==> src/shs_pkg.sv <==
// shared types, constants and round functions of the sha-256 stream hasher
`timescale 1ns / 1ps

package shs_pkg;

   localparam int DigestWords = 8;
   localparam int BlockWords  = 16;
   localparam int NumRounds   = 64;

   typedef logic [31:0] word_type;

   typedef struct packed {
      logic [31:0] message_word;
      logic [2:0]  valid_bytes;
      logic        last_item;
   } req_type;

   typedef struct packed {
      logic [31:0] digest_word;
      logic [2:0]  word_index;
      logic        last_word;
   } rsp_type;

   localparam word_type InitHash [DigestWords] = '{
      32'h6a09e667, 32'hbb67ae85, 32'h3c6ef372, 32'ha54ff53a,
      32'h510e527f, 32'h9b05688c, 32'h1f83d9ab, 32'h5be0cd19
   };

   localparam word_type PadWord   = 32'h80000000;
   localparam logic [2:0] FullWordBytes = 3'd4;

   function automatic word_type rotr(input word_type x, input int n);
      rotr = (x >> n) | (x << (32 - n));
   endfunction

   function automatic word_type big_sigma0(input word_type x);
      big_sigma0 = rotr(x, 2) ^ rotr(x, 13) ^ rotr(x, 22);
   endfunction

   function automatic word_type big_sigma1(input word_type x);
      big_sigma1 = rotr(x, 6) ^ rotr(x, 11) ^ rotr(x, 25);
   endfunction

   function automatic word_type small_sigma0(input word_type x);
      small_sigma0 = rotr(x, 7) ^ rotr(x, 18) ^ (x >> 3);
   endfunction

   function automatic word_type small_sigma1(input word_type x);
      small_sigma1 = rotr(x, 17) ^ rotr(x, 19) ^ (x >> 10);
   endfunction

   function automatic word_type choose(input word_type e, input word_type f,
                                       input word_type g);
      choose = (e & f) ^ (~e & g);
   endfunction

   function automatic word_type majority(input word_type a, input word_type b,
                                         input word_type c);
      majority = (a & b) ^ (a & c) ^ (b & c);
   endfunction

   // keeps valid leading bytes, 0x80 marker after them; a full word is kept
   function automatic word_type pad_last_word(input word_type w, input logic [2:0] nbytes);
      case (nbytes)
         3'd0:    pad_last_word = PadWord;
         3'd1:    pad_last_word = {w[31:24], 24'h800000};
         3'd2:    pad_last_word = {w[31:16], 16'h8000};
         3'd3:    pad_last_word = {w[31:8], 8'h80};
         default: pad_last_word = w;
      endcase
   endfunction

   function automatic word_type round_k(input logic [5:0] idx);
      case (idx)
         6'd0:  round_k = 32'h428a2f98;  6'd1:  round_k = 32'h71374491;
         6'd2:  round_k = 32'hb5c0fbcf;  6'd3:  round_k = 32'he9b5dba5;
         6'd4:  round_k = 32'h3956c25b;  6'd5:  round_k = 32'h59f111f1;
         6'd6:  round_k = 32'h923f82a4;  6'd7:  round_k = 32'hab1c5ed5;
         6'd8:  round_k = 32'hd807aa98;  6'd9:  round_k = 32'h12835b01;
         6'd10: round_k = 32'h243185be;  6'd11: round_k = 32'h550c7dc3;
         6'd12: round_k = 32'h72be5d74;  6'd13: round_k = 32'h80deb1fe;
         6'd14: round_k = 32'h9bdc06a7;  6'd15: round_k = 32'hc19bf174;
         6'd16: round_k = 32'he49b69c1;  6'd17: round_k = 32'hefbe4786;
         6'd18: round_k = 32'h0fc19dc6;  6'd19: round_k = 32'h240ca1cc;
         6'd20: round_k = 32'h2de92c6f;  6'd21: round_k = 32'h4a7484aa;
         6'd22: round_k = 32'h5cb0a9dc;  6'd23: round_k = 32'h76f988da;
         6'd24: round_k = 32'h983e5152;  6'd25: round_k = 32'ha831c66d;
         6'd26: round_k = 32'hb00327c8;  6'd27: round_k = 32'hbf597fc7;
         6'd28: round_k = 32'hc6e00bf3;  6'd29: round_k = 32'hd5a79147;
         6'd30: round_k = 32'h06ca6351;  6'd31: round_k = 32'h14292967;
         6'd32: round_k = 32'h27b70a85;  6'd33: round_k = 32'h2e1b2138;
         6'd34: round_k = 32'h4d2c6dfc;  6'd35: round_k = 32'h53380d13;
         6'd36: round_k = 32'h650a7354;  6'd37: round_k = 32'h766a0abb;
         6'd38: round_k = 32'h81c2c92e;  6'd39: round_k = 32'h92722c85;
         6'd40: round_k = 32'ha2bfe8a1;  6'd41: round_k = 32'ha81a664b;
         6'd42: round_k = 32'hc24b8b70;  6'd43: round_k = 32'hc76c51a3;
         6'd44: round_k = 32'hd192e819;  6'd45: round_k = 32'hd6990624;
         6'd46: round_k = 32'hf40e3585;  6'd47: round_k = 32'h106aa070;
         6'd48: round_k = 32'h19a4c116;  6'd49: round_k = 32'h1e376c08;
         6'd50: round_k = 32'h2748774c;  6'd51: round_k = 32'h34b0bcb5;
         6'd52: round_k = 32'h391c0cb3;  6'd53: round_k = 32'h4ed8aa4a;
         6'd54: round_k = 32'h5b9cca4f;  6'd55: round_k = 32'h682e6ff3;
         6'd56: round_k = 32'h748f82ee;  6'd57: round_k = 32'h78a5636f;
         6'd58: round_k = 32'h84c87814;  6'd59: round_k = 32'h8cc70208;
         6'd60: round_k = 32'h90befffa;  6'd61: round_k = 32'ha4506ceb;
         6'd62: round_k = 32'hbef9a3f7;  6'd63: round_k = 32'hc67178f2;
         default: round_k = 32'h0;
      endcase
   endfunction

endpackage

==> src/sha256_stream_hasher.sv <==
// sha-256 stream hasher: message words in, eight digest words out per message
//
// requests carry one big-endian message word, a valid-byte count and a last
// flag. a non-last request is taken as four bytes. the last request may hold
// zero to four bytes, so an empty message is a single last request with zero
// bytes. one digest comes out per message as eight responses, word a first,
// with last_word set on the eighth.
// requests are taken only in the idle state. the request that fills a
// 16-word block is followed by the 64 rounds and the fold on the single
// shared round unit, during which no request is taken.
// after the last request the padding and length words are pushed one per
// cycle, held while each filled block is compressed, and one or two blocks
// are compressed before the first digest word shows on rsp_valid.
// req_stall is high for all of that time and while the digest is delivered.
// rsp_stall holds the current digest word; one word goes out per cycle
// when not stalled.
// reset (synchronous) loads the initial hash, clears the bit count and the
// block fill count and drops rsp_valid.
`timescale 1ns / 1ps

module sha256_stream_hasher (
   input  logic             clock,
   input  logic             reset,
   input  logic             req_valid,
   output logic             req_stall,
   input  shs_pkg::req_type req_data,
   output logic             rsp_valid,
   input  logic             rsp_stall,
   output shs_pkg::rsp_type rsp_data
);

   typedef enum logic [2:0] {
      ST_IDLE,
      ST_PAD,
      ST_ROUND,
      ST_FOLD,
      ST_OUT
   } state_type;

   state_type state_ff, state_in;

   // hash state, working variables a..h and the 16-word schedule window
   shs_pkg::word_type chain_ff [shs_pkg::DigestWords];
   shs_pkg::word_type chain_in [shs_pkg::DigestWords];
   shs_pkg::word_type work_ff  [shs_pkg::DigestWords];
   shs_pkg::word_type work_in  [shs_pkg::DigestWords];
   shs_pkg::word_type sched_ff [shs_pkg::BlockWords];
   shs_pkg::word_type sched_in [shs_pkg::BlockWords];

   logic [3:0]  count_ff, count_in;     // words held in the current block
   logic [63:0] bits_ff, bits_in;       // message length in bits, wraps
   logic [5:0]  round_ff, round_in;
   logic        need80_ff, need80_in;   // marker word still owed after a full last word
   logic        hi_done_ff, hi_done_in; // upper length word already pushed
   logic        final_ff, final_in;     // length pushed, digest follows this block
   logic        pad_ff, pad_in;         // message closed, padding in progress
   logic [2:0]  out_idx_ff, out_idx_in;
   logic        rsp_valid_ff, rsp_valid_in;

   logic              push_en;
   shs_pkg::word_type push_word;
   logic [2:0]        vb_sat;

   // round datapath
   shs_pkg::word_type t1, t2, w_next;

   assign vb_sat = (req_data.valid_bytes > shs_pkg::FullWordBytes) ?
                   shs_pkg::FullWordBytes : req_data.valid_bytes;

   always_comb begin
      t1 = work_ff[7] + shs_pkg::big_sigma1(work_ff[4])
         + shs_pkg::choose(work_ff[4], work_ff[5], work_ff[6])
         + shs_pkg::round_k(round_ff) + sched_ff[0];
      t2 = shs_pkg::big_sigma0(work_ff[0])
         + shs_pkg::majority(work_ff[0], work_ff[1], work_ff[2]);
      // next schedule word, w[t+16], from the sliding window
      w_next = shs_pkg::small_sigma1(sched_ff[14]) + sched_ff[9]
             + shs_pkg::small_sigma0(sched_ff[1]) + sched_ff[0];
   end

   always_comb begin
      state_in     = state_ff;
      chain_in     = chain_ff;
      work_in      = work_ff;
      sched_in     = sched_ff;
      count_in     = count_ff;
      bits_in      = bits_ff;
      round_in     = round_ff;
      need80_in    = need80_ff;
      hi_done_in   = hi_done_ff;
      final_in     = final_ff;
      pad_in       = pad_ff;
      out_idx_in   = out_idx_ff;
      rsp_valid_in = rsp_valid_ff;
      push_en      = 1'b0;
      push_word    = '0;

      case (state_ff)
         ST_IDLE: begin
            if (req_valid) begin
               push_en = 1'b1;
               if (!req_data.last_item) begin
                  push_word = req_data.message_word;
                  bits_in   = bits_ff + 64'd32;
               end else begin
                  bits_in   = bits_ff + {58'd0, vb_sat, 3'b000};
                  push_word = shs_pkg::pad_last_word(req_data.message_word, vb_sat);
                  need80_in = (vb_sat == shs_pkg::FullWordBytes);
                  pad_in    = 1'b1;
                  state_in  = ST_PAD;
               end
            end
         end
         ST_PAD: begin
            push_en = 1'b1;
            if (need80_ff) begin
               push_word = shs_pkg::PadWord;
               need80_in = 1'b0;
            end else if (count_ff == 4'd14) begin
               push_word  = bits_ff[63:32];
               hi_done_in = 1'b1;
            end else if (count_ff == 4'd15 && hi_done_ff) begin
               push_word = bits_ff[31:0];
               final_in  = 1'b1;
            end else begin
               // zero fill, also closes a block with no room for the length
               push_word = '0;
            end
         end
         ST_ROUND: begin
            work_in[7] = work_ff[6];
            work_in[6] = work_ff[5];
            work_in[5] = work_ff[4];
            work_in[4] = work_ff[3] + t1;
            work_in[3] = work_ff[2];
            work_in[2] = work_ff[1];
            work_in[1] = work_ff[0];
            work_in[0] = t1 + t2;
            for (int i = 0; i < shs_pkg::BlockWords - 1; i++) begin
               sched_in[i] = sched_ff[i + 1];
            end
            sched_in[shs_pkg::BlockWords - 1] = w_next;
            round_in = round_ff + 6'd1;
            if (round_ff == 6'(shs_pkg::NumRounds - 1)) begin
               state_in = ST_FOLD;
            end
         end
         ST_FOLD: begin
            for (int i = 0; i < shs_pkg::DigestWords; i++) begin
               chain_in[i] = chain_ff[i] + work_ff[i];
            end
            if (final_ff) begin
               state_in     = ST_OUT;
               out_idx_in   = '0;
               rsp_valid_in = 1'b1;
            end else if (pad_ff) begin
               state_in = ST_PAD;
            end else begin
               state_in = ST_IDLE;
            end
         end
         ST_OUT: begin
            if (!rsp_stall) begin
               if (out_idx_ff == 3'(shs_pkg::DigestWords - 1)) begin
                  // digest delivered: start over for the next message
                  chain_in     = shs_pkg::InitHash;
                  count_in     = '0;
                  bits_in      = '0;
                  hi_done_in   = 1'b0;
                  final_in     = 1'b0;
                  pad_in       = 1'b0;
                  need80_in    = 1'b0;
                  rsp_valid_in = 1'b0;
                  state_in     = ST_IDLE;
               end else begin
                  out_idx_in = out_idx_ff + 3'd1;
               end
            end
         end
         default: begin
            state_in = ST_IDLE;
         end
      endcase

      // block fill; the sixteenth word starts the compression
      if (push_en) begin
         sched_in[count_ff] = push_word;
         if (count_ff == 4'(shs_pkg::BlockWords - 1)) begin
            count_in = '0;
            work_in  = chain_ff;
            round_in = '0;
            state_in = ST_ROUND;
         end else begin
            count_in = count_ff + 4'd1;
         end
      end
   end

   always_ff @(posedge clock) begin
      work_ff  <= work_in;
      sched_ff <= sched_in;
      if (reset) begin
         state_ff     <= ST_IDLE;
         chain_ff     <= shs_pkg::InitHash;
         count_ff     <= '0;
         bits_ff      <= '0;
         round_ff     <= '0;
         need80_ff    <= 1'b0;
         hi_done_ff   <= 1'b0;
         final_ff     <= 1'b0;
         pad_ff       <= 1'b0;
         out_idx_ff   <= '0;
         rsp_valid_ff <= 1'b0;
      end else begin
         state_ff     <= state_in;
         chain_ff     <= chain_in;
         count_ff     <= count_in;
         bits_ff      <= bits_in;
         round_ff     <= round_in;
         need80_ff    <= need80_in;
         hi_done_ff   <= hi_done_in;
         final_ff     <= final_in;
         pad_ff       <= pad_in;
         out_idx_ff   <= out_idx_in;
         rsp_valid_ff <= rsp_valid_in;
      end
   end

   // ready only between messages or between words of an open block
   assign req_stall = (state_ff != ST_IDLE);

   assign rsp_valid            = rsp_valid_ff;
   assign rsp_data.digest_word = chain_ff[out_idx_ff];
   assign rsp_data.word_index  = out_idx_ff;
   assign rsp_data.last_word   = (out_idx_ff == 3'(shs_pkg::DigestWords - 1));

`ifndef SYNTHESIS
   // no request is taken while a digest is being delivered
   assert property (@(posedge clock) disable iff (reset) rsp_valid |-> req_stall)
      else $error("request window open during digest output");

   // the last round always hands over to the fold
   assert property (@(posedge clock) disable iff (reset)
      (state_ff == ST_ROUND && round_ff == 6'(shs_pkg::NumRounds - 1))
      |=> (state_ff == ST_FOLD))
      else $error("compression did not end after the last round");

   // delivering the final digest word leaves a fresh message state
   assert property (@(posedge clock) disable iff (reset)
      (rsp_valid && !rsp_stall && rsp_data.last_word)
      |=> (count_ff == 4'd0 && bits_ff == 64'd0 && !rsp_valid))
      else $error("message state not cleared after digest");

   // a digest is only started once the length words were pushed
   assert property (@(posedge clock) disable iff (reset)
      $rose(rsp_valid) |-> (final_ff && hi_done_ff && count_ff == 4'd0))
      else $error("digest output without complete padding");
`endif

endmodule
==> config.mk <==
export PLATFORM = sky130hd
export DESIGN_NAME = sha256_stream_hasher
export DESIGN_NICKNAME = d
export VERILOG_FILES = /design/src/shs_pkg.sv /design/src/sha256_stream_hasher.sv
export SDC_FILE = /design/constraint.sdc
export NUM_CORES = 2
export LEC_CHECK = 0
export BUFFER_PORTS_ARGS = -buffer_cell sky130_fd_sc_hd__buf_2
export CORE_UTILIZATION = 35
export CTS_CLUSTER_DIAMETER = 30
export DETAILED_ROUTE_END_ITERATION = 8
export GPL_TIMING_DRIVEN = 0
export SLEW_MARGIN = 20
export SYNTH_ARGS = -nofsm -noshare
export SYNTH_HDL_FRONTEND = slang
export SYNTH_SLANG_ARGS = --single-unit
==> constraint.sdc <==
create_clock -name clock -period 11.8 [get_ports clock]
set_input_delay 2.36 -clock clock [delete_from_list [all_inputs] [get_ports clock]]
set_output_delay 2.36 -clock clock [all_outputs]
set_load 0.005 [all_outputs]
# [Word level (Yosys, flattened, before mapping)]
# Memory sizes are Yosys's and may differ from the RTL's. A register that Yosys moved wholly into a read port is not among the register bits.
# Index checks and enable logic that the tools add are counted.
[word_totals] reg_bits=1109 latchBits=0 mem_bits_rw=0 romBits=2048 out_inout_bits=38 n_memories=1
[classes] addsub=23 n_mul=0 div_mod_pow=0 order_cmp=4 n_eq_ne=23 shifts=0 muxes=69 n_bitwise=29 n_reduce_logical=20
[memory_table] memory="(name not given)" depth=64 word_bits=32 rd=1 rd_ports_with_merged_regs=1 write_ports=0 line="shs_pkg.sv:74" source="case (idx)"
[ops] op="256-bit two-way mux" n=5
[ops] op="512-bit two-way mux" n=2
[ops] op="32-bit adder" n=18
[ops] op="512-bit bitwise mux" n=1
[ops] op="256-bit one-hot mux with 2 select lines" n=1
[ops] op="32-bit XOR" n=9
[ops] op="32-bit two-way mux" n=8
[ops] op="64-bit two-way mux" n=4
[ops] op="32-bit AND" n=5
[ops] op="32-bit demux with 4-bit select" n=1
[ops] op="32-bit one-hot mux with 4 select lines" n=1
[ops] op="64-bit one-hot mux with 2 select lines" n=1
[ops] op="32-bit binary-select mux with 3-bit select" n=1
[ops] op="64-bit by 6-bit adder with 64-bit output" n=1
[ops] op="64-bit by 6-bit adder with 64-bit output, second input constant" n=1
[ops] op="32-bit one-hot mux with 2 select lines" n=1
[ops] op="3-bit two-way mux" n=12
[ops] op="32-bit NOT" n=1
[ops] op="10-bit by 32-bit bitwise OR with 32-bit output" n=1
[ops] op="13-bit by 32-bit bitwise OR with 32-bit output" n=1
[ops] op="14-bit by 32-bit bitwise OR with 32-bit output" n=1
[ops] op="15-bit by 32-bit bitwise OR with 32-bit output" n=1
[ops] op="19-bit by 32-bit bitwise OR with 32-bit output" n=1
[ops] op="21-bit by 32-bit bitwise OR with 32-bit output" n=1
[ops] op="other kinds (37)" n=89

# [Depth between registers and ports, before layout]
[logic_depth] ltp_word=11 depth_mapped=35 depth_no_buf=34

# [Worst setup path before layout]
# OpenSTA, ideal clock, no wires.
[synth_timing] kind="reg2reg" start="reg work_ff[115] (netlist name)" end="reg work_ff[255] (netlist name)" setup_time_ns=0.132 arrival_ns=6.904 t_required_ns=11.668 slack_ns=4.764 path_stages_with_launch=35 synth_period_minus_slack_ns=7.036 cell_sequence="dfxtp_1 clkbuf_1 xnor2_1 xnor2_1 fa_1 inv_1 fa_1 inv_1 fa_1 inv_1 ha_1 a21o_1 or3_1 o2111ai_1 nand2_1 nand2_1 nand2b_1 a221o_1 a21o_1 a21o_1 a21o_1 xnor2_1 fa_1 inv_1 ha_1 a21o_1 a21oi_1 o22a_1 o31ai_1 o211ai_1 nand4b_1 a221o_1 a21oi_1 xnor2_1 a21oi_1"
[synth_rtl] element="start: declaration" line="sha256_stream_hasher.sv:45" source="shs_pkg::word_type work_ff [shs_pkg::DigestWords];"
[synth_rtl] element="start signal: assignment" line="sha256_stream_hasher.sv:200" source="work_ff <= work_in;"

==> impl_metrics.tcl <==
set metrics [dict create \
    clk_latency_ps 970 \
    area_growth_pct 20.93 \
    grt_overflow_total 0 \
    layout-drive-gt1-share_pct 9.257 \
    vias 73130 \
    fin_cells 12440 \
    numCtsBuffers 333 \
    chipWidth_um 460.1 \
    antenna_found_initial 36 \
    place_congestion 1.029 \
    status "completed" \
    portBuffers 77 \
    syn_area_per_cell_sq_um 8.191 \
    wire_per_inst_um 28.96 \
    drt.antenna.violating_nets 0 \
    fmaxAchievable_mhz 99.22 \
    yosysMostFrequentCell "dfxtp_1" \
    clock_skew_ps 102.7 \
    grt_pass1_wl_um 505000 \
    crit_type "flop to flop" \
    start_util_pct 35.33 \
    synth_area_leaders "dfxtp_1, ha_1, o21ai_0" \
    drv_cap 0 \
    first_iter_violations 8745 \
    dieArea_sq_um 211700 \
    synthCells 8967 \
    syn-num-nets 9603 \
    rows 167 \
    yosysTopAreaCell "dfxtp_1" \
    dp.cells 11840 \
    h-tree-depth 5 \
    synth_edf_count 0 \
    cp_data_required_time_ps 12570 \
    hold_buffers 0 \
    ir_worst_vdd_mv 0.5123 \
    syn_area_sq_um 73450 \
    worst_pin_slew_ps 1358 \
    nets 10030 \
    clk_pin_slew_ps 50 \
    grt_setup_unrepaired "no" \
    grt_max_degree 17 \
    synth_ff_type "dfxtp_1" \
    yosysWarnings 0 \
    drc 0 \
    seq_power_share_pct 13.3 \
    synthArstFlopShare_pct 0 \
    dr.pass1.iters 6 \
    track_usage_pct 33.03 \
    switching_power_mw 16.61 \
    critical_path.max_fanout 6 \
    hold_class "flop to flop" \
    period_share_pct 85.41 \
    slew_violations 0 \
    finalHoldViolCount 0 \
    synth_top_area_share_pct 31.02 \
    synth.distinct_cells 92 \
    p_per_area_nw_per_um2 396.7 \
    cpPeakStageDelay_ps 910 \
    cp_common_cell "fa_1" \
    power_mw 35.24 \
    clock_sinks 1138 \
    tns_ps 0 \
    p_clk_share_pct 25.2 \
    cp-start-kind "flop" \
    critPathCaptureType "flop" \
    leakagePower_nw 35.87 \
    cpMaxStageDelayCell "xnor2_1" \
    ios 78 \
    ys_ff_latch 1138 \
    max_slew_margin_pct 9.456 \
    postCtsSetupRepairBufs 0 \
    cts-root-buf "clkbuf_16" \
    grt_pass1_vias 70030 \
    fin_util_pct 42.72 \
    cts_resized 0 \
    place_hpwl_um 278000 \
    p_int_mw 18.63 \
    finalSetupViolCount 0 \
    clockBufferDepth 4 \
    wl_um 360200 \
    ys_seq_area_share_pct 31.02 \
    synth_common_cells "dfxtp_1, nand2_1, o21ai_0" \
    cts_tree "yes" \
    cp.arrival_ps 10840 \
    core_sq_um 207900 \
    via_per_inst 5.878 \
    combPwrFrac_pct 61.5 \
    finalCriticalPeriod_ps 10080 \
    die_y_um 460.1 \
    swShare_pct 47.14 \
]
## path summary, 6_finish.rpt
check                           cells past startpoint                      start              endpoint  slack (ps)
worst max-delay path                               30       work_ff[122]$_DFF_P_  work_ff[255]$_DFF_P_        1720
worst min-delay path                                2  chain_ff[86]$_SDFFE_PP0P_   work_ff[86]$_DFF_P_         490
worst max register to register                     30       work_ff[122]$_DFF_P_  work_ff[255]$_DFF_P_        1720
worst min register to register                      2  chain_ff[86]$_SDFFE_PP0P_   work_ff[86]$_DFF_P_         490
## sequential cells by signal (all words and copies together) (netlist names), 3 cells and up, named ones only
register	flops
sched_ff	512
chain_ff	256
bits_ff	61
out_idx_ff	3
work_ff	256
state_ff	3
round_ff	6
count_ff	4
## stage by stage
step / instance area (sq um) / worst slack (ps) / hold slack, ps
after floorplan: 73450 / 4764 / 431.9
after global placement: 77330 / 1937 / 474.6
after detailed placement: 77690 / 1990 / 489.0
after CTS: 88760 / 1946 / 481.4
after global routing: 88820 / 1480 / 507.9
final: 88820 / 1721 / 491.5
## metal layers
layer / vias to the layer above / share of wire [%] / GRT usage (%)
met5: - / 0.016 / 0
met4: 12 / 6.8 / 20.24
met2: 4198 / 44 / 51.12
li1: 32380 / - / -
met1: 35510 / 40 / 41.87
met3: 1036 / 9.6 / 6.980
## power by group through the flow
stage                     Clock, mW  Sequential [mW]  Combinational (mW)
after floorplan                   0             4.55                14.8
after global placement            0             4.71                20.8
after detailed placement          0             4.72                20.9
after CTS                      8.90             4.66                21.1
after global routing           9.11             4.70                23.4
final                          8.88             4.67                21.7
## cell usage in the layout, fill, tap and decap left out, drive strengths merged, types with 17 or more instances in the layout
cell type  instances
clkbuf           978
o22ai            280
o21bai            40
a22oi            108
nand2            934
nor2             819
diode             17
ha               400
a21boi            19
o211ai            49
a211oi            48
and3              44
fa               196
nor2b             55
or3               42
dfxtp           1138
o21a              65
and2              32
clkinv            79
buf              164
xor2             269
nand4             37
nand2b            68
inv              518
xnor2            320
a221o             17
nor3b             19
a21o             183
bufinv            28
o21ai            964
nor3             122
nand3            135
mux2i            435
o31ai             38
mux4              64
a221oi            18
a31oi             56
a21oi            562
mux2              62
## critical path, delay by kind of cell, from the launching register on
| family | cells | cell delay, ps |
|---|---|---|
| XOR/XNOR | 4 | 1650 |
| adder cells (fa/ha/maj) | 7 | 2930 |
| AND/OR/NAND/NOR | 5 | 1030 |
| flip-flops | 1 | 340 |
| AO/OA/AOI/OAI | 9 | 2820 |
| buffers and inverters | 5 | 1130 |
## kinds of logic after synthesis
kind of cell / after synthesis / share of synthesized area [%]
compound gates: 2600 / 21.27
xor+xnor: 589 / 7.023
fa+ha+maj: 599 / 12.20
buf+inv: 1115 / 5.734
flops: 1138 / 31.02
mux: 561 / 8.841
simple gates: 2365 / 13.92
## layout make-up
class / instances / area, sq um
Sequential cell: 1138 / 22780
Tap cell: 2788 / 3488
Multi-Input combinational cell: 6714 / 46600
Clock inverter: 128 / 1474
Inverter: 513 / 1926
Antenna cell: 17 / 42.54
Timing Repair Buffer: 88 / 561.8
Buffer: 602 / 2354
Fill cell: 20720 / 119100
Clock buffer: 453 / 9594
(Power assumes the default switching activity.)
